[src/sv/aeh_pkg.sv]
`timescale 1ns / 1ps
// ----------------------------------------------------------------------------
// aeh_pkg: shared types and constants of the encoder heading unit
// Widths of the counters, the heading range and the register map.
// ----------------------------------------------------------------------------
package aeh_pkg;

	localparam int ELAPSED_W       = 16;
	localparam int HEADING_MODULUS = 360;
	localparam int HEADING_W       = $clog2(HEADING_MODULUS + 1);
	localparam int HSUM_W          = HEADING_W + 2;
	localparam int HEADING_OUT_W   = 9;
	localparam int DELTA_W         = 5;
	localparam int BAND_W          = 16;
	localparam int STEP_W          = 4;
	localparam int CMP_W           = (ELAPSED_W > BAND_W) ? ELAPSED_W : BAND_W;
	localparam int CFG_IDX_W       = 3;
	localparam int CFG_DATA_W      = 16;
	localparam int IN_TDATA_W      = 8;
	localparam int OUT_TDATA_W     = 16;

	typedef enum logic [CFG_IDX_W-1:0] {
		REG_BAND_FASTEST = 3'd0,
		REG_BAND_FAST    = 3'd1,
		REG_BAND_MEDIUM  = 3'd2,
		REG_BAND_SLOW    = 3'd3,
		REG_STEP_FASTEST = 3'd4,
		REG_STEP_FAST    = 3'd5,
		REG_STEP_MEDIUM  = 3'd6,
		REG_STEP_SLOW    = 3'd7
	} cfg_idx_t;

	localparam logic [BAND_W-1:0] BAND_FASTEST_RST = 16'd2;
	localparam logic [BAND_W-1:0] BAND_FAST_RST    = 16'd20;
	localparam logic [BAND_W-1:0] BAND_MEDIUM_RST  = 16'd50;
	localparam logic [BAND_W-1:0] BAND_SLOW_RST    = 16'd100;
	localparam logic [STEP_W-1:0] STEP_FASTEST_RST = 4'd8;
	localparam logic [STEP_W-1:0] STEP_FAST_RST    = 4'd6;
	localparam logic [STEP_W-1:0] STEP_MEDIUM_RST  = 4'd4;
	localparam logic [STEP_W-1:0] STEP_SLOW_RST    = 4'd2;
	localparam logic [STEP_W-1:0] STEP_DEFAULT     = 4'd1;

	localparam logic [HEADING_W-1:0] HEADING_RST = HEADING_W'(HEADING_MODULUS);

	typedef struct packed {
		logic [BAND_W-1:0] band_fastest;
		logic [BAND_W-1:0] band_fast;
		logic [BAND_W-1:0] band_medium;
		logic [BAND_W-1:0] band_slow;
		logic [STEP_W-1:0] step_fastest;
		logic [STEP_W-1:0] step_fast;
		logic [STEP_W-1:0] step_medium;
		logic [STEP_W-1:0] step_slow;
	} cfg_t;

	typedef struct packed {
		logic                 primed;
		logic                 last_clk;
		logic [ELAPSED_W-1:0] elapsed;
		logic [HEADING_W-1:0] heading;
	} enc_state_t;

	typedef struct packed {
		logic [HEADING_OUT_W-1:0] heading;
		logic [DELTA_W-1:0]       step_delta;
		logic                     moved;
	} result_t;

endpackage

[src/sv/aeh_cfg_regs.sv]
`timescale 1ns / 1ps
// ----------------------------------------------------------------------------
// aeh_cfg_regs: configuration register file
// Band limits and step sizes, written through a plain write port.
// ----------------------------------------------------------------------------
module aeh_cfg_regs (
	input  logic                           clk,
	input  logic                           arst_n,
	input  logic                           cfg_we,
	input  logic [aeh_pkg::CFG_IDX_W-1:0]  cfg_index,
	input  logic [aeh_pkg::CFG_DATA_W-1:0] cfg_data,
	output aeh_pkg::cfg_t                  cfg
);

	aeh_pkg::cfg_t cfg_q;

	always_ff @(posedge clk or negedge arst_n) begin
		if (!arst_n) begin
			cfg_q.band_fastest <= aeh_pkg::BAND_FASTEST_RST;
			cfg_q.band_fast    <= aeh_pkg::BAND_FAST_RST;
			cfg_q.band_medium  <= aeh_pkg::BAND_MEDIUM_RST;
			cfg_q.band_slow    <= aeh_pkg::BAND_SLOW_RST;
			cfg_q.step_fastest <= aeh_pkg::STEP_FASTEST_RST;
			cfg_q.step_fast    <= aeh_pkg::STEP_FAST_RST;
			cfg_q.step_medium  <= aeh_pkg::STEP_MEDIUM_RST;
			cfg_q.step_slow    <= aeh_pkg::STEP_SLOW_RST;
		end else if (cfg_we) begin
			unique case (aeh_pkg::cfg_idx_t'(cfg_index))
				aeh_pkg::REG_BAND_FASTEST: cfg_q.band_fastest <= cfg_data[aeh_pkg::BAND_W-1:0];
				aeh_pkg::REG_BAND_FAST:    cfg_q.band_fast    <= cfg_data[aeh_pkg::BAND_W-1:0];
				aeh_pkg::REG_BAND_MEDIUM:  cfg_q.band_medium  <= cfg_data[aeh_pkg::BAND_W-1:0];
				aeh_pkg::REG_BAND_SLOW:    cfg_q.band_slow    <= cfg_data[aeh_pkg::BAND_W-1:0];
				aeh_pkg::REG_STEP_FASTEST: cfg_q.step_fastest <= cfg_data[aeh_pkg::STEP_W-1:0];
				aeh_pkg::REG_STEP_FAST:    cfg_q.step_fast    <= cfg_data[aeh_pkg::STEP_W-1:0];
				aeh_pkg::REG_STEP_MEDIUM:  cfg_q.step_medium  <= cfg_data[aeh_pkg::STEP_W-1:0];
				aeh_pkg::REG_STEP_SLOW:    cfg_q.step_slow    <= cfg_data[aeh_pkg::STEP_W-1:0];
				default: ;
			endcase
		end
	end

	assign cfg = cfg_q;

endmodule

[src/sv/aeh_step_calc.sv]
`timescale 1ns / 1ps
// ----------------------------------------------------------------------------
// aeh_step_calc: per-sample detent and heading logic
// Edge detect, elapsed-time band lookup, signed step and heading wrap.
// ----------------------------------------------------------------------------
module aeh_step_calc (
	input  aeh_pkg::cfg_t       cfg,
	input  aeh_pkg::enc_state_t cur,
	input  logic                clk_level,
	input  logic                data_level,
	input  logic                ms_tick,
	output aeh_pkg::enc_state_t nxt,
	output aeh_pkg::result_t    res
);

	localparam logic signed [aeh_pkg::HSUM_W-1:0] MOD_S  = aeh_pkg::HSUM_W'(aeh_pkg::HEADING_MODULUS);
	localparam logic signed [aeh_pkg::HSUM_W-1:0] ONE_S  = aeh_pkg::HSUM_W'(1);

	logic [aeh_pkg::ELAPSED_W-1:0]      t;
	logic [aeh_pkg::CMP_W-1:0]          t_cmp;
	logic [aeh_pkg::STEP_W-1:0]         step;
	logic signed [aeh_pkg::DELTA_W-1:0] delta;
	logic signed [aeh_pkg::HSUM_W-1:0]  h_sum;
	logic [aeh_pkg::HEADING_W-1:0]      h_wrap;
	logic                               detent;

	// saturating millisecond count, including this sample's tick
	assign t = cur.elapsed + aeh_pkg::ELAPSED_W'(ms_tick && (cur.elapsed != '1));
	assign t_cmp = aeh_pkg::CMP_W'(t);

	always_comb begin
		priority if (t_cmp < aeh_pkg::CMP_W'(cfg.band_fastest)) step = cfg.step_fastest;
		else if (t_cmp < aeh_pkg::CMP_W'(cfg.band_fast))        step = cfg.step_fast;
		else if (t_cmp < aeh_pkg::CMP_W'(cfg.band_medium))      step = cfg.step_medium;
		else if (t_cmp < aeh_pkg::CMP_W'(cfg.band_slow))        step = cfg.step_slow;
		else                                                    step = aeh_pkg::STEP_DEFAULT;
	end

	assign detent = cur.primed && (clk_level != cur.last_clk);

	always_comb begin
		delta = '0;
		if (detent) begin
			if (data_level != clk_level) begin
				delta = -$signed({1'b0, step});
			end else begin
				delta = $signed({1'b0, step});
			end
		end
	end

	assign h_sum = $signed({2'b00, cur.heading}) + aeh_pkg::HSUM_W'(delta);

	always_comb begin
		priority if (h_sum > MOD_S) h_wrap = aeh_pkg::HEADING_W'(h_sum - MOD_S);
		else if (h_sum < ONE_S)     h_wrap = aeh_pkg::HEADING_W'(h_sum + MOD_S);
		else                        h_wrap = aeh_pkg::HEADING_W'(h_sum);
	end

	always_comb begin
		nxt        = cur;
		nxt.primed = 1'b1;
		if (!cur.primed) begin
			// first sample: capture the clock level only
			nxt.last_clk = clk_level;
			nxt.elapsed  = '0;
		end else if (detent) begin
			nxt.last_clk = clk_level;
			nxt.elapsed  = '0;
			nxt.heading  = h_wrap;
		end else begin
			nxt.elapsed  = t;
		end
	end

	assign res.heading    = aeh_pkg::HEADING_OUT_W'(nxt.heading);
	assign res.step_delta = delta;
	assign res.moved      = detent;

endmodule

[src/sv/accelerated_encoder_heading_unit.sv]
`timescale 1ns / 1ps
// Path: an input transaction passes the input register, then the result register, before its output transaction.
// Throughput: one sample per cycle while s2 is free; the state update is combinational from the input register.
// Reset: arst_n clears valids, encoder state (heading 360, not primed) and loads register defaults.
// The sides are not fully parted: while a result waits, a new sample enters only an empty input register.
// ----------------------------------------------------------------------------
// accelerated_encoder_heading_unit: rotary encoder heading with speed-dependent step
// Samples the encoder pins, detects detents and keeps a wrapped heading.
// ----------------------------------------------------------------------------
module accelerated_encoder_heading_unit (
	input  logic                            clk,
	input  logic                            arst_n,
	// sample stream
	input  logic                            s_tvalid,
	output logic                            s_tready,
	input  logic [aeh_pkg::IN_TDATA_W-1:0]  s_tdata,   // [0] clk_level, [1] data_level, [2] ms_tick
	// result stream
	output logic                            m_tvalid,
	input  logic                            m_tready,
	output logic [aeh_pkg::OUT_TDATA_W-1:0] m_tdata,   // [8:0] heading, [13:9] step_delta, [14] moved
	// configuration write port
	input  logic                            cfg_we,
	input  logic [aeh_pkg::CFG_IDX_W-1:0]   cfg_index,
	input  logic [aeh_pkg::CFG_DATA_W-1:0]  cfg_data
);

	aeh_pkg::cfg_t       cfg;
	aeh_pkg::enc_state_t state_q;
	aeh_pkg::enc_state_t state_nxt;
	aeh_pkg::result_t    res_calc;
	aeh_pkg::result_t    res_s2;

	logic valid_s1;
	logic clk_level_s1;
	logic data_level_s1;
	logic ms_tick_s1;
	logic valid_s2;
	logic adv_s1;
	logic s2_free;

	aeh_cfg_regs u_cfg (
		.clk       (clk),
		.arst_n    (arst_n),
		.cfg_we    (cfg_we),
		.cfg_index (cfg_index),
		.cfg_data  (cfg_data),
		.cfg       (cfg)
	);

	// Result register is free when empty or being drained this cycle.
	assign s2_free  = !valid_s2 || m_tready;
	// The sample in the input register advances (and commits its state update) when s2 is free.
	assign adv_s1   = valid_s1 && s2_free;
	assign s_tready = !valid_s1 || s2_free;

	// Input register: hold the sample until it moves into the result stage.
	always_ff @(posedge clk or negedge arst_n) begin
		if (!arst_n) begin
			valid_s1 <= 1'b0;
		end else if (s_tready) begin
			valid_s1 <= s_tvalid;
		end
	end

	always_ff @(posedge clk) begin
		if (s_tready && s_tvalid) begin
			clk_level_s1  <= s_tdata[0];
			data_level_s1 <= s_tdata[1];
			ms_tick_s1    <= s_tdata[2];
		end
	end

	aeh_step_calc u_calc (
		.cfg        (cfg),
		.cur        (state_q),
		.clk_level  (clk_level_s1),
		.data_level (data_level_s1),
		.ms_tick    (ms_tick_s1),
		.nxt        (state_nxt),
		.res        (res_calc)
	);

	// Encoder state: advance only when the sample commits.
	always_ff @(posedge clk or negedge arst_n) begin
		if (!arst_n) begin
			state_q.primed   <= 1'b0;
			state_q.last_clk <= 1'b0;
			state_q.elapsed  <= '0;
			state_q.heading  <= aeh_pkg::HEADING_RST;
		end else if (adv_s1) begin
			state_q <= state_nxt;
		end
	end

	// Result register
	always_ff @(posedge clk or negedge arst_n) begin
		if (!arst_n) begin
			valid_s2 <= 1'b0;
		end else if (s2_free) begin
			valid_s2 <= valid_s1;
		end
	end

	always_ff @(posedge clk) begin
		if (adv_s1) begin
			res_s2 <= res_calc;
		end
	end

	assign m_tvalid = valid_s2;
	assign m_tdata  = {1'b0, res_s2.moved, res_s2.step_delta, res_s2.heading};

`ifndef SYNTHESIS
	// heading always stays inside 1..modulus
	assert property (@(posedge clk) disable iff (!arst_n)
		(state_q.heading != '0) && (state_q.heading <= aeh_pkg::HEADING_RST))
		else $error("heading out of range");

	// a result without a detent carries no step
	assert property (@(posedge clk) disable iff (!arst_n)
		(valid_s2 && !res_s2.moved) |-> (res_s2.step_delta == '0))
		else $error("step without detent");

	// a committed detent clears the elapsed count
	assert property (@(posedge clk) disable iff (!arst_n)
		(adv_s1 && res_calc.moved) |=> (state_q.elapsed == '0))
		else $error("elapsed not cleared on detent");

	// once primed, the unit stays primed until reset
	assert property (@(posedge clk) disable iff (!arst_n)
		state_q.primed |=> state_q.primed)
		else $error("primed flag dropped");
`endif

endmodule

[config.mk]
export PLATFORM = sky130hd
export DESIGN_NAME = accelerated_encoder_heading_unit
export DESIGN_NICKNAME = d
export VERILOG_FILES = /design/src/sv/aeh_pkg.sv /design/src/sv/aeh_cfg_regs.sv /design/src/sv/aeh_step_calc.sv /design/src/sv/accelerated_encoder_heading_unit.sv
export SDC_FILE = /design/constraint.sdc
export NUM_CORES = 1
export LEC_CHECK = 0
export BUFFER_PORTS_ARGS = -buffer_cell sky130_fd_sc_hd__clkbuf_2
export CELL_PAD_IN_SITES_DETAIL_PLACEMENT = 2
export CELL_PAD_IN_SITES_GLOBAL_PLACEMENT = 2
export CORE_MARGIN = 2
export CORE_UTILIZATION = 40
export DETAILED_ROUTE_END_ITERATION = 16
export HOLD_SLACK_MARGIN = 0.02
export PLACE_DENSITY_LB_ADDON = 0.1
export SLEW_MARGIN = 40
export SYNTH_ARGS = -nofsm -noshare
export SYNTH_HDL_FRONTEND = slang
export SYNTH_SLANG_ARGS = --single-unit
[constraint.sdc]
create_clock -name clk -period 10.7 [get_ports clk]
set_clock_uncertainty 0.1 [all_clocks]
set_input_delay 0.535 -clock clk [delete_from_list [all_inputs] [get_ports clk]]
set_output_delay 0.535 -clock clk [all_outputs]
set_load 0.01 [all_outputs]
## After elaboration in Yosys (flattened, before gate mapping)

Cells that the tools add are included.

| cells by class | value |
|---|---|
| add/sub/neg operators | 5 |
| order comparisons | 6 |
| eq/ne operators | 11 |
| muxes and demuxes | 13 |
| reduce and logical (&&, ||, !) cells | 18 |

Operators by type and width:

| cell | number |
|---|---|
| < comparator 16 bit | 4 |
| 2-to-1 mux 9 bit | 4 |
| AND reduction 2 bit | 9 |
| 2-to-1 mux 17 bit | 1 |
| adder 16 x 1 -> 16 bit | 1 |
| 2-to-1 mux 16 bit | 1 |
| 2-to-1 mux 4 bit | 4 |
| inequality test 16 bit, second input constant | 1 |
| == test 3 bit, second input constant | 4 |
| adder 10 x 5 -> 11 bit | 1 |
| > comparator 11 x 10 -> 1 bit, second input constant | 1 |
| < comparator 11 x 2 -> 1 bit, second input constant | 1 |
| 2-to-1 mux 5 bit | 2 |
| adder 9 bit, second input constant | 1 |
| subtractor 9 bit, second input constant | 1 |
| == test 3 x 2 -> 1 bit, second input constant | 2 |
| negator 4 -> 5 bit | 1 |
| logical AND 1 bit | 4 |
| == test 3 x 1 -> 1 bit, second input constant | 1 |
| zero test 3 bit | 1 |
| zero test 1 bit | 2 |
| logical OR 1 bit | 2 |
| inequality test 1 bit | 2 |
| inequality test 2 x 1 -> 1 bit, second input constant | 1 |
| 2-to-1 mux 1 bit | 1 |

| storage, ports and cells | value |
|---|---|
| register bits | 127 |
| bits of input ports | 32 |
| output and inout bits | 18 |
| word-level logic and storage cells | 73 |

## Depth between registers and ports, before layout

| depth | value |
|---|---|
| word-level depth | 17 |
| depth in mapped cells | 35 |
| depth with buffers taken out | 35 |

## By module

A second synthesis with hierarchy kept.

| unflattened totals | value |
|---|---|
| cell total of the unflattened synthesis | 720 |
| area, all modules | 8,212.9 µm² |

By module, submodules not included:

| module | instances | cells an instance | area each (µm²) | sequential area each (µm²) |
|---|---|---|---|---|
| aeh_step_calc | 1 | 459 | 3,269.4 | 0.0 |
| aeh_cfg_regs | 1 | 176 | 3,208.1 | 2,019.4 |
| accelerated_encoder_heading_unit | 1 | 85 | 1,735.4 | 1,271.2 |

## Least setup slack after synthesis

OpenSTA, ideal clock, no wires.

| path | value |
|---|---|
| path type | flip-flop to flip-flop |
| start | reg state_q[17] in the netlist's numbering |
| end | reg res_s2 (netlist bit m_tdata[6]) (data pin) |
| library setup time | 0.260 ns |
| arrival | 7.207 ns |
| required time | 10.340 ns |
| setup slack | 3.133 ns |
| stages on the path, launching flop included | 36 |
| buffers on the path | 1 |
| period minus slack after synthesis | 7.567 ns |
| cells stage by stage | dfrtp_1 > and4_1 > and2_1 > a21boi_0 > ha_1 > ha_1 > inv_1 > nor2_1 > and3_1 > nand3_1 > xnor2_1 > ha_1 > nand4_1 > or2_0 > o32a_1 > and3_1 > nand3_1 > a31oi_1 > mux2i_1 > ha_1 > inv_1 > o41ai_1 > a21o_4 > inv_4 > ha_1 > buf_6 > a21o_1 > a221oi_1 > xor2_1 > nand2_1 > nor4_1 > a21oi_1 > o22ai_1 > mux2i_1 > xor2_1 > mux2_2 |

RTL lines:

| item | RTL line | RTL |
|---|---|---|
| from (decl) | accelerated_encoder_heading_unit.sv:28 | `aeh_pkg::enc_state_t state_q;` |
| from (signal assigned) | accelerated_encoder_heading_unit.sv:91 | `state_q <= state_nxt;` |
| to (signal assigned) | accelerated_encoder_heading_unit.sv:106 | `res_s2 <= res_calc;` |
| to (decl) | accelerated_encoder_heading_unit.sv:31 | `aeh_pkg::result_t res_s2;` |

==> run_results.csv <==
group,metric,value,unit
outcome,outcome,"finished, final reports clean",
clocking,cts_tree,"built",
grt,grt_overflow,0,
worst_setup_path,crit_type,"flip-flop to flip-flop",
synth,synth-edff-count,18,
grt,grt_usage,24.7,%
timing,setup_violations,0,
die,pin_count,50,
grt,antenna_found_initial,0,
clocking,cts_resized,0,
synth,syn_area,7620,µm²
worst_setup_path,cp_top_family,"compound AO/OA/AOI/OAI gates",
die,start_util,40.7,%
synth,synth_ff_type,"dfrtp_1",
worst_setup_path,cp_max_fo,7,
clocking,cts.sinks,127,
synth,synth_warnings,0,
hold_path,hp-class,"input pin to asynchronous set/reset pin",
detailed_routing,vias,6002,
finish,postLayoutCoreUtil,46.9,%
grt,grt_start_max_net_pins,59,
timing,finalCriticalPeriod,9540,ps
synth,postSynthCellCount,763,
detailed_routing,wl_per_cell,22.0,µm
grt,grt_first_pass_wirelength,37900,µm
worst_setup_path,reg2reg_depth,34,
worst_setup_path,crit_top_cell,"ha_1",
timing,slew_headroom,48.6,%
timing,rsz0062_at_grt,"false",
finish,drive_above_1_share,19.4,%
worst_setup_path,end_kind,"flip-flop",
timing,hold_slack,54.4,ps
clocking,htree_levels,4,
synth,yosysTopAreaCell,"dfrtp_1",
die,fp.dieH,142,µm
worst_setup_path,cp.required,10850,ps
worst_setup_path,critPathSlowestCell,"a211oi_1",
timing,hold_viol,0,
synth,synth_area_leaders,"dfrtp_1 (30%), ha_1 (12%), edfxtp_1 (7.1%)",
worst_setup_path,cp.arrival,9680,ps
synth,yosysSeqAreaShare,43.2,%
place,hpwlAfterDp,16600,µm
timing,finalCritPeriodShare,89.1,%
worst_setup_path,max_stage_delay,630,ps
synth,syn_nets,871,
detailed_routing,ant_nets,0,
die,dieArea,20200,µm²
finish,n_antenna_cell,0,
timing,fmax,105,MHz
pwr,power_leakage,4.07,nW
worst_setup_path,r2r_start,"state_q[15]$_DFFE_PN0P_",
clocking,clk_pin_slew,60,ps
worst_setup_path,start_kind,"flip-flop",
detailed_routing,wl,23200,µm
synth,synth.distinct_cells,71,
place,preCtsSetupSlack,1350,ps
worst_setup_path,regToRegEndpoint,"m_tdata[4]$_DFFE_PP_",
synth,synthMostInstantiatedCell,"nand2_1",
grt,grt_pass1_vias,6810,
clocking,postCtsSetupBuffers,0,
pwr,ir_drop,0.000114,V
synth,yosys-top-cells-count,"nand2_1 (96), dfrtp_1 (91), ha_1 (75)",
finish,layout.nets,919,
clocking,cts_made_buffers,17,
clocking,ctsHoldBuffers,0,
die,core_area,18700,µm²
place,routabilityCongestion,0.853,
detailed_routing,drt_iter0_markers,251,
detailed_routing,drc,0,
clocking,cts_buffer_depth,2,
finish,fillers,1946,
clocking,clock_latency,430,ps
timing,slew_violations,0,
detailed_routing,vias_per_cell,5.67,
synth,ys_ff_latch,127,
place,io_buffers,43,
run,maxCapViolations,0,
worst_setup_path,rrSetupSlack,1160,ps
finish,area_growth,15.1,%
timing,worst_slew_pin_slew,770,ps
pwr,power_density,243,nW/µm²
synth,syn_area_per_cell,9.99,µm²
timing,tns,0,ps
die,rows,50,
synth,synth_top_area_share,29.9,%
die,fp.dieW,142,µm
timing,fin_ws,1160,ps
worst_setup_path,path_buf_inv,2,
detailed_routing,drt_first_pass_iters,6,
clocking,root_buffer,"clkbuf_16",
synth,synthArstFlopShare,85.8,%
==> state kept, by name, summed over array words and instances, names as in the netlist <==
name           cells
u_cfg.cfg         80
ms_tick_s1         1
valid_s1           1
m_tvalid           1
data_level_s1      1
state_q           27
m_tdata           15
clk_level_s1       1
==> routing by layer <==
metal  wire (µm)  vias to the layer above  global-route usage [%]
met3         619                       20                    4.10
met2       12100                       83                    44.3
met5           0                        -                       0
li1            -                     2817                       -
met1       10300                     3082                    30.9
met4         283                        0                    6.00
==> per-stage QoR <==
stage | power, W | instance area (µm²) | std cells
after floorplan | 0.00125 | 7620 | 763
after global placement | 0.00142 | 8100 | 1026
after detailed placement | 0.00148 | 8100 | 1026
after CTS | 0.00215 | 8760 | 1058
after global routing | 0.00228 | 8770 | 1058
final | 0.00213 | 8770 | 1058
==> where the power goes <==
| part | switching, W | internal, W | leakage (nW) |
|---|---|---|---|
| registers | 0.0000562 | 0.000624 | 1.49 |
| logic | 0.000486 | 0.000323 | 2.27 |
| clock network | 0.000237 | 0.000409 | 0.311 |
==> cell families after synthesis <==
family | count (synthesis) | share of synthesized area (%)
xor+xnor | 28 | 3.22
mux | 49 | 7.26
flops | 127 | 43.2
buf+inv | 91 | 4.66
other cells | 1 | 0.0492
compound gates | 184 | 16.4
simple gates | 207 | 12.6
fa+ha+maj | 76 | 12.6
==> final cells by class <==
cell class / count / area [µm²] / area share, %
multi-input combinational: 545 / 4000 / 45.6
sequential: 127 / 3290 / 37.5
clock buffer: 22 / 507 / 5.78
tap: 234 / 293 / 3.34
inverter: 72 / 273 / 3.11
timing repair buffer: 48 / 259 / 2.95
clock inverter: 10 / 145 / 1.66
==> worst max-delay path by stage <==
stage | startpoint | endpoint | slack (ps) | cells past startpoint
after floorplan | state_q[17]$_DFFE_PN0P_ | m_tdata[6]$_DFFE_PP_ | 3130 | 35
after global placement | state_q[15]$_DFFE_PN0P_ | m_tdata[6]$_DFFE_PP_ | 1600 | 32
after detailed placement | state_q[15]$_DFFE_PN0P_ | m_tdata[6]$_DFFE_PP_ | 1350 | 32
after CTS | state_q[15]$_DFFE_PN0P_ | m_tdata[6]$_DFFE_PP_ | 1100 | 34
after global routing | state_q[15]$_DFFE_PN0P_ | m_tdata[4]$_DFFE_PP_ | 650 | 34
final | state_q[15]$_DFFE_PN0P_ | m_tdata[4]$_DFFE_PP_ | 1160 | 34
==> placed cells by master, fill, tap and decap left out, types with 6 or more instances in the layout <==
master / n
a21o_1: 6
clkbuf_2: 42
nand2b_1: 9
inv_1: 69
a22o_1: 13
nand2_1: 95
xor2_1: 13
xnor2_1: 15
dfstp_2: 18
ha_1: 75
nor2_1: 37
o22ai_1: 6
edfxtp_1: 18
nand4_1: 14
o211ai_1: 8
nand3_1: 12
a31oi_1: 6
o21ai_0: 64
mux2_2: 42
clkbuf_16: 19
a211oi_1: 9
dfrtp_1: 91
a21oi_1: 21
o21a_1: 9
No activity file was read; power rests on OpenSTA's default activity.
